`config.mk`:
```
export PLATFORM = sky130hd
export DESIGN_NAME = relative_path_validator_flat
export DESIGN_NICKNAME = d
export VERILOG_FILES = /design/src/hdl/rpv_pkg.sv /design/src/hdl/rpv_stream_if.sv /design/src/hdl/rpv_cfg_regs.sv /design/src/hdl/relative_path_validator.sv /design/src/flat_wrapper.sv
export VERILOG_INCLUDE_DIRS = /design/src /design/src/hdl
export SDC_FILE = /design/constraint.sdc
export NUM_CORES = 1
export LEC_CHECK = 0
export ABC_AREA = 1
export BUFFER_PORTS_ARGS = -buffer_cell sky130_fd_sc_hd__buf_4
export CAP_MARGIN = 20
export CORE_ASPECT_RATIO = 0.75
export CORE_MARGIN = 2
export CORE_UTILIZATION = 35
export CTS_BUF_LIST = sky130_fd_sc_hd__clkbuf_2 sky130_fd_sc_hd__clkbuf_4 sky130_fd_sc_hd__clkbuf_8
export CTS_CLUSTER_SIZE = 10
export DETAILED_ROUTE_END_ITERATION = 10
export GPL_TIMING_DRIVEN = 0
export PLACE_DENSITY = 0.52
export SLEW_MARGIN = 40
export SYNTH_ARGS = -nofsm -noshare
export SYNTH_HDL_FRONTEND = slang
export SYNTH_SLANG_ARGS = --single-unit
```
`constraint.sdc`:
```
create_clock -name i_clk -period 2.75 [get_ports i_clk]
set_input_delay 0.825 -clock i_clk [delete_from_list [all_inputs] [get_ports i_clk]]
set_output_delay 0.825 -clock i_clk [all_outputs]
set_load 0.02 [all_outputs]
```
`src/hdl/relative_path_validator_macros.svh`:
```
// Assertion macros for the relative path validator.
`ifndef RELATIVE_PATH_VALIDATOR_MACROS_SVH
`define RELATIVE_PATH_VALIDATOR_MACROS_SVH

// Same-cycle implication, disabled while reset is held.
`define RPV_ASSERT_NOW(label, clk, rst_n, ante, cons) \
    label: assert property (@(posedge clk) disable iff (!(rst_n)) (ante) |-> (cons)) \
        else $error("relative_path_validator: assertion failed");

// Next-cycle implication, disabled while reset is held.
`define RPV_ASSERT_NEXT(label, clk, rst_n, ante, cons) \
    label: assert property (@(posedge clk) disable iff (!(rst_n)) (ante) |=> (cons)) \
        else $error("relative_path_validator: assertion failed");

`endif

```
`src/hdl/rpv_pkg.sv`:
```
// Package of the relative path validator: types, codes and constants.
`default_nettype none

package rpv_pkg;

    localparam int PATH_LIMIT_BITS_DEF = 12;
    localparam int DEPTH_LIMIT_DEF     = 64;

    localparam int BYTE_W       = 8;
    localparam int VERDICT_W    = 2;
    localparam int CFG_IDX_W    = 2;
    localparam int CFG_DATA_W   = 12;
    localparam int LEN_CFG_W    = 12;
    localparam int COMPS_CFG_W  = 7;
    localparam int COMP_LEN_W   = 13;

    localparam logic [LEN_CFG_W-1:0]   MAX_PATH_LENGTH_RST      = 12'd1024;
    localparam logic [LEN_CFG_W-1:0]   MAX_COMPONENT_LENGTH_RST = 12'd255;
    localparam logic [COMPS_CFG_W-1:0] MAX_COMPONENTS_RST       = 7'd32;
    localparam logic                   ALLOW_HIDDEN_RST         = 1'b0;

    localparam logic [BYTE_W-1:0] CHAR_NUL       = 8'h00;
    localparam logic [BYTE_W-1:0] CHAR_SPACE     = 8'h20;
    localparam logic [BYTE_W-1:0] CHAR_DEL       = 8'h7F;
    localparam logic [BYTE_W-1:0] CHAR_BACKSLASH = 8'h5C;
    localparam logic [BYTE_W-1:0] CHAR_COLON     = 8'h3A;
    localparam logic [BYTE_W-1:0] CHAR_SLASH     = 8'h2F;
    localparam logic [BYTE_W-1:0] CHAR_DOT       = 8'h2E;

    typedef enum logic [VERDICT_W-1:0] {
        VERDICT_OK     = 2'd0,
        VERDICT_FORMAT = 2'd1,
        VERDICT_LIMIT  = 2'd2
    } t_verdict;

    typedef enum logic [CFG_IDX_W-1:0] {
        CFG_MAX_PATH_LENGTH      = 2'd0,
        CFG_MAX_COMPONENT_LENGTH = 2'd1,
        CFG_MAX_COMPONENTS       = 2'd2,
        CFG_ALLOW_HIDDEN         = 2'd3
    } t_cfg_idx;

    typedef struct packed {
        logic [LEN_CFG_W-1:0]   max_path_length;
        logic [LEN_CFG_W-1:0]   max_component_length;
        logic [COMPS_CFG_W-1:0] max_components;
        logic                   allow_hidden;
    } t_cfg;

endpackage

`default_nettype wire

```
`src/hdl/rpv_stream_if.sv`:
```
// Stream interfaces of the relative path validator: path bytes in, verdicts out.
`default_nettype none

interface rpv_byte_if;
    logic                      valid;
    logic                      ready;
    logic [rpv_pkg::BYTE_W-1:0] path_byte;

    modport source (output valid, output path_byte, input ready);
    modport sink   (input valid, input path_byte, output ready);
endinterface

interface rpv_verdict_if;
    logic                         valid;
    logic                         ready;
    logic [rpv_pkg::VERDICT_W-1:0] verdict;

    modport source (output valid, output verdict, input ready);
    modport sink   (input valid, input verdict, output ready);
endinterface

`default_nettype wire

```
`src/hdl/rpv_cfg_regs.sv`:
```
// Configuration register file of the relative path validator.
`default_nettype none

module rpv_cfg_regs #(
    parameter int PATH_LIMIT_BITS = rpv_pkg::PATH_LIMIT_BITS_DEF
) (
    input  wire logic                           i_clk,
    input  wire logic                           i_rst_n,
    input  wire logic                           i_cfg_we,
    input  wire logic [rpv_pkg::CFG_IDX_W-1:0]  i_cfg_idx,
    input  wire logic [rpv_pkg::CFG_DATA_W-1:0] i_cfg_data,
    output rpv_pkg::t_cfg                       o_cfg
);

    // Only the low PATH_LIMIT_BITS bits of the path limit take effect.
    localparam int MASK_W = (PATH_LIMIT_BITS < rpv_pkg::LEN_CFG_W) ?
                            PATH_LIMIT_BITS : rpv_pkg::LEN_CFG_W;
    localparam logic [rpv_pkg::LEN_CFG_W-1:0] PATH_MASK =
        rpv_pkg::LEN_CFG_W'((64'd1 << MASK_W) - 64'd1);

    rpv_pkg::t_cfg r_cfg;
    rpv_pkg::t_cfg n_cfg;

    always_comb begin
        n_cfg = r_cfg;
        if (i_cfg_we) begin
            unique case (rpv_pkg::t_cfg_idx'(i_cfg_idx))
                rpv_pkg::CFG_MAX_PATH_LENGTH: begin
                    n_cfg.max_path_length = i_cfg_data[rpv_pkg::LEN_CFG_W-1:0] & PATH_MASK;
                end
                rpv_pkg::CFG_MAX_COMPONENT_LENGTH: begin
                    n_cfg.max_component_length = i_cfg_data[rpv_pkg::LEN_CFG_W-1:0];
                end
                rpv_pkg::CFG_MAX_COMPONENTS: begin
                    n_cfg.max_components = i_cfg_data[rpv_pkg::COMPS_CFG_W-1:0];
                end
                rpv_pkg::CFG_ALLOW_HIDDEN: begin
                    n_cfg.allow_hidden = i_cfg_data[0];
                end
            endcase
        end
    end

    always_ff @(posedge i_clk) begin
        if (!i_rst_n) begin
            r_cfg.max_path_length      <= rpv_pkg::MAX_PATH_LENGTH_RST;
            r_cfg.max_component_length <= rpv_pkg::MAX_COMPONENT_LENGTH_RST;
            r_cfg.max_components       <= rpv_pkg::MAX_COMPONENTS_RST;
            r_cfg.allow_hidden         <= rpv_pkg::ALLOW_HIDDEN_RST;
        end else begin
            r_cfg <= n_cfg;
        end
    end

    assign o_cfg = r_cfg;

endmodule

`default_nettype wire

```
`src/hdl/relative_path_validator.sv`:
```
// Top level of the relative path validator: byte scanner and verdict register.
//
// Usage:
//   i_byte carries one path byte per transfer (valid/ready). A zero byte ends
//   the path; only that byte produces a transfer on o_verdict, which carries
//   0 (ok), 1 (format error) or 2 (limit exceeded).
//   The configuration port (i_cfg_we, i_cfg_idx, i_cfg_data) writes the path
//   length limit, component length limit, component count limit and the
//   hidden-component switch; write it only while no path is in flight.
// Throughput: one byte per clock while the verdict register is not stalled.
//   The scan state updates once per byte, which is the loop that sets this rate.
// Latency: the verdict is valid in the cycle after the terminator transfer.
// Stall: the verdict sits in an output register. While it waits and the
//   receiver holds o_verdict.ready low, i_byte.ready is low as well, so no
//   byte is taken until the verdict transfers; a ready receiver lets bytes
//   flow with no gap.
// Reset: synchronous, active low. Scan state and the output valid clear;
//   the registers return to 1024 / 255 / 32 / hidden not allowed.
`default_nettype none

`include "relative_path_validator_macros.svh"

module relative_path_validator #(
    parameter int PATH_LIMIT_BITS = rpv_pkg::PATH_LIMIT_BITS_DEF,
    parameter int DEPTH_LIMIT     = rpv_pkg::DEPTH_LIMIT_DEF
) (
    input  wire logic                           i_clk,
    input  wire logic                           i_rst_n,
    rpv_byte_if.sink                            i_byte,
    rpv_verdict_if.source                       o_verdict,
    input  wire logic                           i_cfg_we,
    input  wire logic [rpv_pkg::CFG_IDX_W-1:0]  i_cfg_idx,
    input  wire logic [rpv_pkg::CFG_DATA_W-1:0] i_cfg_data
);

    localparam int PL_W  = PATH_LIMIT_BITS + 1;          // holds 0 .. 2^PATH_LIMIT_BITS
    localparam int CMP_W = (PL_W > rpv_pkg::LEN_CFG_W) ? PL_W : rpv_pkg::LEN_CFG_W;
    localparam int DEP_W = $clog2(DEPTH_LIMIT + 1);
    localparam int CAP_W = (DEP_W > rpv_pkg::COMPS_CFG_W) ? DEP_W : rpv_pkg::COMPS_CFG_W;
    localparam int CL_W  = rpv_pkg::COMP_LEN_W;
    localparam int BYTE_W_L = rpv_pkg::BYTE_W;

    rpv_pkg::t_cfg w_cfg;

    rpv_cfg_regs #(
        .PATH_LIMIT_BITS(PATH_LIMIT_BITS)
    ) u_cfg_regs (
        .i_clk     (i_clk),
        .i_rst_n   (i_rst_n),
        .i_cfg_we  (i_cfg_we),
        .i_cfg_idx (i_cfg_idx),
        .i_cfg_data(i_cfg_data),
        .o_cfg     (w_cfg)
    );

    // Scan state.
    logic [PL_W-1:0]   r_path_len,   n_path_len;
    logic [CL_W-1:0]   r_comp_len,   n_comp_len;
    logic              r_first_dot,  n_first_dot;
    logic              r_second_dot, n_second_dot;
    logic [DEP_W-1:0]  r_depth,      n_depth;
    rpv_pkg::t_verdict r_first_err,  n_first_err;
    logic              r_lead_slash, n_lead_slash;

    // Output register.
    logic              r_out_valid,  n_out_valid;
    rpv_pkg::t_verdict r_out_verdict, n_out_verdict;

    logic                    w_accept;
    logic                    w_term;
    logic [BYTE_W_L-1:0]     w_byte;
    logic                    w_rejected;
    logic [CAP_W-1:0]        w_cap;
    logic [CAP_W-1:0]        w_comps_ext;
    rpv_pkg::t_verdict       w_close_err;
    rpv_pkg::t_verdict       w_err_final;
    logic                    w_path_over;

    // Take a byte unless a verdict is stuck and a new one would land on it.
    assign i_byte.ready = !r_out_valid || o_verdict.ready;
    assign w_accept     = i_byte.valid && i_byte.ready;
    assign w_byte       = i_byte.path_byte;
    assign w_term       = (w_byte == rpv_pkg::CHAR_NUL);

    assign w_rejected = (w_byte < rpv_pkg::CHAR_SPACE) || (w_byte == rpv_pkg::CHAR_DEL) ||
                        (w_byte == rpv_pkg::CHAR_BACKSLASH) ||
                        (w_byte == rpv_pkg::CHAR_COLON);

    // Depth cap: the component count register, clipped to the build limit.
    assign w_comps_ext = CAP_W'(w_cfg.max_components);
    assign w_cap       = (w_comps_ext > CAP_W'(DEPTH_LIMIT)) ? CAP_W'(DEPTH_LIMIT) : w_comps_ext;

    // Checks made when the current component closes, first match wins.
    always_comb begin
        priority if (r_comp_len == '0) begin
            w_close_err = rpv_pkg::VERDICT_FORMAT;
        end else if (r_comp_len > {1'b0, w_cfg.max_component_length}) begin
            w_close_err = rpv_pkg::VERDICT_LIMIT;
        end else if ((r_comp_len == CL_W'(1) && r_first_dot) ||
                     (r_comp_len == CL_W'(2) && r_first_dot && r_second_dot)) begin
            w_close_err = rpv_pkg::VERDICT_FORMAT;   // "." or ".."
        end else if (!w_cfg.allow_hidden && r_first_dot) begin
            w_close_err = rpv_pkg::VERDICT_FORMAT;   // hidden component
        end else if (CAP_W'(r_depth) == w_cap) begin
            w_close_err = rpv_pkg::VERDICT_LIMIT;    // too deep
        end else begin
            w_close_err = rpv_pkg::VERDICT_OK;
        end
    end

    assign w_err_final = (r_first_err != rpv_pkg::VERDICT_OK) ? r_first_err : w_close_err;
    assign w_path_over = CMP_W'(r_path_len) > CMP_W'(w_cfg.max_path_length);

    // Next scan state.
    always_comb begin
        n_path_len   = r_path_len;
        n_comp_len   = r_comp_len;
        n_first_dot  = r_first_dot;
        n_second_dot = r_second_dot;
        n_depth      = r_depth;
        n_first_err  = r_first_err;
        n_lead_slash = r_lead_slash;
        if (w_accept) begin
            if (w_term) begin
                // Drop all scan state once the verdict is formed.
                n_path_len   = '0;
                n_comp_len   = '0;
                n_first_dot  = 1'b0;
                n_second_dot = 1'b0;
                n_depth      = '0;
                n_first_err  = rpv_pkg::VERDICT_OK;
                n_lead_slash = 1'b0;
            end else begin
                if (r_path_len == '0 && w_byte == rpv_pkg::CHAR_SLASH) begin
                    n_lead_slash = 1'b1;
                end
                if (!r_path_len[PL_W-1]) begin
                    n_path_len = r_path_len + PL_W'(1);
                end
                // After the first error only the length advances.
                if (r_first_err == rpv_pkg::VERDICT_OK) begin
                    priority if (w_rejected) begin
                        n_first_err = rpv_pkg::VERDICT_FORMAT;
                    end else if (w_byte == rpv_pkg::CHAR_SLASH) begin
                        if (w_close_err != rpv_pkg::VERDICT_OK) begin
                            n_first_err = w_close_err;
                        end else begin
                            n_depth = r_depth + DEP_W'(1);
                        end
                        n_comp_len   = '0;
                        n_first_dot  = 1'b0;
                        n_second_dot = 1'b0;
                    end else begin
                        if (r_comp_len == '0) begin
                            n_first_dot = (w_byte == rpv_pkg::CHAR_DOT);
                        end else if (r_comp_len == CL_W'(1)) begin
                            n_second_dot = (w_byte == rpv_pkg::CHAR_DOT);
                        end
                        if (!r_comp_len[CL_W-1]) begin
                            n_comp_len = r_comp_len + CL_W'(1);
                        end
                    end
                end
            end
        end
    end

    // Verdict register: load on the terminator, release on the output transfer.
    always_comb begin
        n_out_valid   = r_out_valid;
        n_out_verdict = r_out_verdict;
        if (w_accept && w_term) begin
            n_out_valid = 1'b1;
            priority if (w_path_over) begin
                n_out_verdict = rpv_pkg::VERDICT_LIMIT;
            end else if (r_path_len == '0 || r_lead_slash) begin
                n_out_verdict = rpv_pkg::VERDICT_FORMAT;
            end else begin
                n_out_verdict = w_err_final;
            end
        end else if (o_verdict.ready) begin
            n_out_valid = 1'b0;
        end
    end

    always_ff @(posedge i_clk) begin
        if (!i_rst_n) begin
            r_path_len   <= '0;
            r_comp_len   <= '0;
            r_first_dot  <= 1'b0;
            r_second_dot <= 1'b0;
            r_depth      <= '0;
            r_first_err  <= rpv_pkg::VERDICT_OK;
            r_lead_slash <= 1'b0;
            r_out_valid  <= 1'b0;
        end else begin
            r_path_len   <= n_path_len;
            r_comp_len   <= n_comp_len;
            r_first_dot  <= n_first_dot;
            r_second_dot <= n_second_dot;
            r_depth      <= n_depth;
            r_first_err  <= n_first_err;
            r_lead_slash <= n_lead_slash;
            r_out_valid  <= n_out_valid;
        end
    end

    always_ff @(posedge i_clk) begin
        r_out_verdict <= n_out_verdict;
    end

    assign o_verdict.valid   = r_out_valid;
    assign o_verdict.verdict = r_out_verdict;

    // A terminator transfer always leaves a verdict waiting and a clean scan.
    `RPV_ASSERT_NEXT(a_term_gives_verdict, i_clk, i_rst_n, w_accept && w_term, r_out_valid)
    `RPV_ASSERT_NEXT(a_term_clears_scan, i_clk, i_rst_n, w_accept && w_term, r_path_len == '0 && r_depth == '0)
    // Depth never passes the cap while a path is scanned.
    `RPV_ASSERT_NOW(a_depth_in_cap, i_clk, i_rst_n, 1'b1, CAP_W'(r_depth) <= w_cap)

endmodule

`default_nettype wire
```
`src/flat_wrapper.sv`:
```
// flat-port wrapper written by rule: the top's interface ports become plain ports
module relative_path_validator_flat 
#(
    parameter int PATH_LIMIT_BITS = rpv_pkg::PATH_LIMIT_BITS_DEF,
    parameter int DEPTH_LIMIT     = rpv_pkg::DEPTH_LIMIT_DEF
)
  (i_clk, i_rst_n, i_cfg_we, i_cfg_idx, i_cfg_data, i_byte_valid, i_byte_path_byte, i_byte_ready, o_verdict_valid, o_verdict_verdict, o_verdict_ready);
  rpv_byte_if i_byte_i ();
  rpv_verdict_if o_verdict_i ();
  input  wire logic i_clk;
  input  wire logic i_rst_n;
  input  wire logic i_cfg_we;
  input  wire logic [rpv_pkg::CFG_IDX_W-1:0] i_cfg_idx;
  input  wire logic [rpv_pkg::CFG_DATA_W-1:0] i_cfg_data;
  input wire logic [$bits(i_byte_i.valid)-1:0] i_byte_valid;
  input wire logic [$bits(i_byte_i.path_byte)-1:0] i_byte_path_byte;
  output wire logic [$bits(i_byte_i.ready)-1:0] i_byte_ready;
  output wire logic [$bits(o_verdict_i.valid)-1:0] o_verdict_valid;
  output wire logic [$bits(o_verdict_i.verdict)-1:0] o_verdict_verdict;
  input wire logic [$bits(o_verdict_i.ready)-1:0] o_verdict_ready;
  assign i_byte_i.valid = i_byte_valid;
  assign i_byte_i.path_byte = i_byte_path_byte;
  assign i_byte_ready = i_byte_i.ready;
  assign o_verdict_valid = o_verdict_i.valid;
  assign o_verdict_verdict = o_verdict_i.verdict;
  assign o_verdict_i.ready = o_verdict_ready;
  relative_path_validator #(.PATH_LIMIT_BITS(PATH_LIMIT_BITS), .DEPTH_LIMIT(DEPTH_LIMIT)) u_core (.i_clk(i_clk), .i_rst_n(i_rst_n), .i_byte(i_byte_i), .o_verdict(o_verdict_i), .i_cfg_we(i_cfg_we), .i_cfg_idx(i_cfg_idx), .i_cfg_data(i_cfg_data));
endmodule
```
# Word-level counts from Yosys, hierarchy flattened
# Index checks and enable logic that the tools add are counted.
[classes]
n_addsub = 3
n_mul = 0
div_mod_pow = 0
n_lt_le_gt_ge = 4
eq_ne = 16
shifts = 0
mux = 40
n_bitwise = 0
reduce_logical = 42
[op_table]
columns = ["op", "n"]
rows = [
  ["$mux 13", 7],
  ["$mux 7", 6],
  ["$add 13x1->13 const B", 2],
  ["$gt 13x12->1", 2],
  ["$logic_not 13->1", 2],
  ["$eq 8x6->1 const B", 3],
  ["$mux 2", 12],
  ["$eq 8x7->1 const B", 2],
  ["$mux 1", 15],
  ["$eq 13x1->1 const B", 1],
  ["$eq 13x2->1 const B", 1],
  ["$reduce_and 2->1", 6],
  ["$reduce_and 4->1", 3],
  ["$reduce_bool 2->1", 6],
  ["$reduce_bool 3->1", 4],
  ["$reduce_and 5->1", 2],
  ["$logic_not 8->1", 1],
  ["$lt 8x6->1 const B", 1],
  ["$add 7x1->7 const B", 1],
  ["$eq 7x7->1", 1],
  ["$gt 7x7->1 const B", 1],
  ["$logic_and 1x1->1", 7],
  ["$logic_or 1x1->1", 6],
  ["$eq 2x2->1 const B", 2],
  ["8 further kinds", 11],
]
[totals]
reg_bits = 73
latch_bits = 0
ramBits = 0
rom_bits = 0
output_inout_bits = 4
mem_count = 0

# Depth between registers and ports, before layout
[depth]
depth_word = 14
mapped_depth = 18
ltp_nobuf = 18

# Modules after synthesis
# A second synthesis with hierarchy kept.
[unflattened]
hier_cells = 692
area_unflattened_um2 = 4516.8
[by_module_without_submodules]
columns = ["mod", "instances", "cells_per_inst", "area_each_um2", "seq_area_each_um2"]
rows = [
  ["relative_path_validator", 1, 501, 3176.8, 840.8],
  ["rpv_cfg_regs", 1, 191, 1340.0, 640.6],
]

# Worst setup path before layout
# OpenSTA, ideal clock, no wires.
[synth_path]
kind = "input -> register"
startpoint = "input o_verdict_ready"
endpoint = "register u_core.r_first_dot"
t_arrival_ns = 2.009
required_time_ns = 2.628
setup_slack_ns = 0.619
cell_stages = 10
path_cell_list = "inv_1 -> nand2_1 -> nand2_1 -> inv_1 -> nand3_2 -> nor2_1 -> buf_2 -> a21oi_1 -> o21ai_0 -> a21oi_1"
[synth_via]
elab_chain_len = 3
[synth_lines]
columns = ["element", "line", "source"]
rows = [
  ["start: declaration", "flat_wrapper.sv:20", "input wire logic [$bits(o_verdict_i.ready)-1:0] o_verdict_ready;"],
  ["$logic_or 1x1->1", "relative_path_validator.sv:80", "assign i_byte.ready = !r_out_valid || o_verdict.ready;"],
  ["named net i_byte_ready", "flat_wrapper.sv:17", "output wire logic [$bits(i_byte_i.ready)-1:0] i_byte_ready;"],
  ["$logic_and 1x1->1", "relative_path_validator.sv:81", "assign w_accept = i_byte.valid && i_byte.ready;"],
  ["$reduce_and 4->1 (no source line)", "n/a", ""],
  ["end signal: assignment", "relative_path_validator.sv:199", "r_first_dot <= n_first_dot;"],
  ["end: declaration", "relative_path_validator.sv:59", "logic r_first_dot, n_first_dot;"],
]
# The timed path passes the listed nets, and every way through them passes these cells.
# A chain may end at the register's enable or synchronous reset.

# Worst setup path after layout
[layout_path]
startpoint = "register u_core.r_comp_len[10]"
endpoint = "register u_core.r_depth[3]"
[layout_via]
elab_chain_len = 10
elab_cells_between_ends = 14
classes_between = "order compare (1); eq/ne (3); mux (3); reduce/logical (7)"
[layout_lines]
columns = ["element", "line", "source"]
rows = [
  ["start: declaration", "relative_path_validator.sv:58", "logic [CL_W-1:0] r_comp_len, n_comp_len;"],
  ["start signal: assignment", "relative_path_validator.sv:198", "r_comp_len <= n_comp_len;"],
  ["branches (longest 6 deep; another with $gt 13x12->1)", "n/a", ""],
  ["$mux 2 *", "relative_path_validator.sv:95", "priority if (r_comp_len == '0) begin"],
  ["$reduce_bool 2->1 *", "relative_path_validator.sv:145", "if (w_close_err != rpv_pkg::VERDICT_OK) begin"],
  ["$ne 2x1->1 (no source line) *", "n/a", ""],
  ["$reduce_and 5->1 (no source line) *", "n/a", ""],
  ["end signal: assignment", "relative_path_validator.sv:201", "r_depth <= n_depth;"],
  ["end: declaration", "relative_path_validator.sv:61", "logic [DEP_W-1:0] r_depth, n_depth;"],
]
# Mark *: on every way between the ends.

==> results.py <==
metrics = {
    "sta": {
        "total_count_of_hold_check_failures_in_the_final_report": 0,
        "worst-slew-pin-transition_ps": 637,
        "finalSetupViolations": 0,
        "fmax_mhz": 449,
        "finalCriticalPeriod_ps": 2230,
        "fin_setup_tns_ps": 0,
        "max_slew_margin": 0.572,
        "fin_ws_ps": 521,
        "worst_clock_skew_ps": 12.2,
        "period_share": 0.810,
        "whs_ps": 452,
        "finalMaxSlewViolations": 0,
        "rsz0062_at_grt": "no",
    },
    "logic_synthesis": {
        "syn_area_sq_mm": 0.00433,
        "postSynth.asyncResetShare": 0,
        "postSynthAreaPerCell_sq_um": 7.06,
        "synth_sequential_area_ratio": 0.342,
        "synth_enable_flop_cells": 2,
        "synth.area.top_cells": "sky130_fd_sc_hd__dfxtp_1, sky130_fd_sc_hd__nand2_1, sky130_fd_sc_hd__ha_1",
        "synth_top_cell_by_area": "sky130_fd_sc_hd__dfxtp_1",
        "postSynth.topFlopCell": "sky130_fd_sc_hd__dfxtp_1",
        "yosys_warnings": 0,
        "mappedNetlistNets": 672,
        "netlist_instances": 614,
        "synth_largest_type_area_fraction": 0.328,
        "yosysUniqueCellTypes": 43,
        "synth-seq-cells": 73,
    },
    "pwr": {
        "p_per_area_mw_per_mm2": 489,
        "power_mw": 2.44,
        "seq_power_share": 0.460,
        "cellInternalPower_mw": 1.78,
        "clockPowerShare": 0.402,
        "p_sw_frac": 0.272,
        "share_comb_of_total_power": 0.138,
        "net-switching-power_mw": 0.664,
        "leakage_power_total_nw": 2.23,
        "worst_ir_drop_vdd_mv": 0.209,
    },
    "setup_path": {
        "timing.rr.start": "u_core.r_comp_len[10]",
        "timing.critical_path.from": "u_core.r_comp_len[10]",
        "worst_path_most_repeated_cell": "sky130_fd_sc_hd__nand2_1",
        "timing_worst_setup_path_type": "register to register",
        "crit_path_max_fanout": 8,
        "reg2reg_setup_slack_ps": 520,
        "cp_top_family": "simple AND/OR/NAND/NOR gates",
        "worst_ep_arrival_time_ps": 2450,
        "max_stage_delay_ps": 380,
        "cp_data_required_time_ps": 2970,
        "worst_r2r_endpoint": "u_core.r_depth[3]",
        "worst_path_max_delay_cell": "sky130_fd_sc_hd__dfxtp_1",
        "path_buf_inv": 1,
        "worst_setup_path_start_kind": "register",
        "cp-end-kind": "register",
        "reg2reg_path_depth": 14,
        "cell_chain_of_the_critical_path": "ha_1 -> nand2_1 -> nor2_2 -> nand3_2 -> inv_1 -> nand2_1 -> nand2_1 -> o21ai_1 -> nand2_1 -> nand2_2 -> o21ai_4 -> nand2_2 -> nand2_1 -> a21oi_1",
    },
    "grt": {
        "grt_usage": 0.180,
        "grt_start_max_net_pins": 13,
        "antenna_violations_before_repair": 0,
        "gr-total-overflow": 0,
        "grt_pass1_wl_microns": 18800,
        "vias_in_the_first_global_route": 3763,
    },
    "cts": {
        "clk_root_buffer_cell": "sky130_fd_sc_hd__clkbuf_8",
        "cts_num_sinks": 73,
        "cts.repair.resized": 0,
        "clock_insertion_delay_worst_skew_ps": 360,
        "ctsHoldBuffers": 0,
        "path_clk_slew_ps": 80,
        "cts-htree-levels": 3,
        "cts_made_buffers": 9,
        "cts_max_path_buffers": 2,
        "cts_setup_buffers": 0,
        "tritoncts": "done",
    },
    "detailed_routing": {
        "post-route-drc-count": 0,
        "antenna_left": 0,
        "num_vias": 4067,
        "drtPass1Iterations": 5,
        "wl_per_cell_microns": 13.8,
        "routed_wl_microns": 11400,
        "detail_route.vias_per_cell": 4.92,
        "drt_first_iter_violations": 240,
    },
    "floorplanning": {
        "die_width_microns": 132,
        "initial_utilization": 0.356,
        "count_of_boundary_i_o_pins": 31,
        "die_h_microns": 100,
        "dieArea_sq_mm": 0.0133,
        "core_area_sq_mm": 0.0122,
        "fp_rows": 35,
    },
    "finish": {
        "storage_element_area_sq_mm": 0.00148,
        "area.growth.synth_to_final_pct": 15.3,
        "mostFrequentLayoutCells": "sky130_fd_sc_hd__nand2_1, sky130_fd_sc_hd__inv_1, sky130_fd_sc_hd__dfxtp_1",
        "multiInputGateArea_sq_mm": 0.00242,
        "post_route_cells_drive_above_1_share": 0.112,
        "final.fill_count": 1305,
        "final_cells": 826,
        "finish.utilization": 0.410,
        "finalNetCount": 713,
        "diodes": 0,
        "commonest_non_fill_non_tap_cell_in_the_layout": "sky130_fd_sc_hd__nand2_1",
        "stdcell_area_sq_mm": 0.00500,
    },
    "min_path": {
        "hold_start": "u_core.r_second_dot",
        "worstHoldPathType": "register to register",
        "worstHoldPathCells": 2,
        "hold_end": "u_core.r_second_dot",
    },
    "place": {
        "place.port_buffers": 30,
        "placedInstanceArea_sq_mm": 0.00477,
        "place.detailed.hpwl_microns": 9030,
        "worst_setup_timing_slack_at_the_placement_stage_ps": 241,
        "gp_congestion": 0.855,
        "dp_cells": 810,
    },
    "run": {
        "max_cap_violations": 0,
    },
    "run_status": {
        "run_status": "finished, final reports clean",
    },
}
worst register-to-register path, cell delays in order (launching register included):
cell and delay [ps]:
sky130_fd_sc_hd__dfxtp_1 380, sky130_fd_sc_hd__ha_1 320, sky130_fd_sc_hd__nand2_1 60, sky130_fd_sc_hd__nor2_2 140, sky130_fd_sc_hd__nand3_2 90, sky130_fd_sc_hd__inv_1 70, sky130_fd_sc_hd__nand2_1 70, sky130_fd_sc_hd__nand2_1 60
sky130_fd_sc_hd__o21ai_1 120, sky130_fd_sc_hd__nand2_1 110, sky130_fd_sc_hd__nand2_2 90, sky130_fd_sc_hd__o21ai_4 280, sky130_fd_sc_hd__nand2_2 160, sky130_fd_sc_hd__nand2_1 90, sky130_fd_sc_hd__a21oi_1 60
state kept, by name (all words and copies together), names as in the netlist:
name / flops
u_core.o_verdict.valid: 1
u_core.o_verdict.verdict: 2
u_core.r_comp_len: 13
u_core.r_depth: 7
u_core.r_first_dot: 1
u_core.r_first_err: 2
u_core.r_lead_slash: 1
u_core.r_path_len: 13
u_core.r_second_dot: 1
u_core.u_cfg_regs.o_cfg: 32
power by group through the flow:
stage	clock network, mW	logic (mW)	registers (mW)
final	0.982	0.338	1.12
after detailed placement	0	0.337	1.15
after floorplan	0	0.229	1.14
after CTS	1.01	0.338	1.12
after global routing	1.05	0.384	1.13
after global placement	0	0.330	1.15
logic make-up after synthesis:
kind of cell	count (synthesis)	synth area share
simple gates	259	0.277
compound gates	127	0.171
buf+inv	114	0.100
flops	73	0.342
fa+ha+maj	31	0.0895
xor+xnor	10	0.0202
worst max path at each step:
stage                     cells after the start                   end  slack (ps)
after detailed placement                     12     u_core.r_depth[2]         240
after floorplan                              10    u_core.r_first_dot         620
after global routing                         14     u_core.r_depth[0]         280
final                                        14     u_core.r_depth[3]         520
after CTS                                    14     u_core.r_depth[2]         530
after global placement                       11  u_core.r_comp_len[8]         260
layout make-up:
cell class                      count  area share
Inverter                          103      0.0779
Buffer                             11     0.00927
Timing Repair Buffer               30      0.0451
Tap cell                          166      0.0416
Multi-Input combinational cell    427       0.484
Clock inverter                      4      0.0153
Sequential cell                    73       0.297
Clock buffer                       12      0.0306
cells in the mapped netlist (2+ instances only):
cell	count
sky130_fd_sc_hd__xor2_1	8
sky130_fd_sc_hd__o21ai_0	37
sky130_fd_sc_hd__clkbuf_1	9
sky130_fd_sc_hd__nor2_1	60
sky130_fd_sc_hd__nand3b_1	6
sky130_fd_sc_hd__nor2_4	3
sky130_fd_sc_hd__inv_2	4
sky130_fd_sc_hd__o21ai_1	6
sky130_fd_sc_hd__nor2_2	4
sky130_fd_sc_hd__o211ai_1	10
sky130_fd_sc_hd__dfxtp_1	71
sky130_fd_sc_hd__nand3_2	7
sky130_fd_sc_hd__o221ai_1	2
sky130_fd_sc_hd__a211oi_1	2
sky130_fd_sc_hd__xnor2_1	2
sky130_fd_sc_hd__nand2_2	2
sky130_fd_sc_hd__nor3_1	17
sky130_fd_sc_hd__edfxtp_1	2
sky130_fd_sc_hd__o21a_1	2
sky130_fd_sc_hd__nand2_1	111
sky130_fd_sc_hd__inv_1	98
sky130_fd_sc_hd__a21oi_1	56
sky130_fd_sc_hd__nand4_1	11
sky130_fd_sc_hd__nor4_1	4
sky130_fd_sc_hd__ha_1	31
sky130_fd_sc_hd__nand3_1	30
sky130_fd_sc_hd__a31oi_1	3
layer usage:
metal / vias to the layer above / global-route usage / part of all wire
met2: 87 / 0.269 / 0.41
li1: 2111 / - / -
met5: - / 0 / 0
met1: 1860 / 0.264 / 0.52
met3: 9 / 0.0374 / 0.056
met4: 0 / 0.0488 / 0.0091
Note: power is estimated with default switching activity, not from simulation.
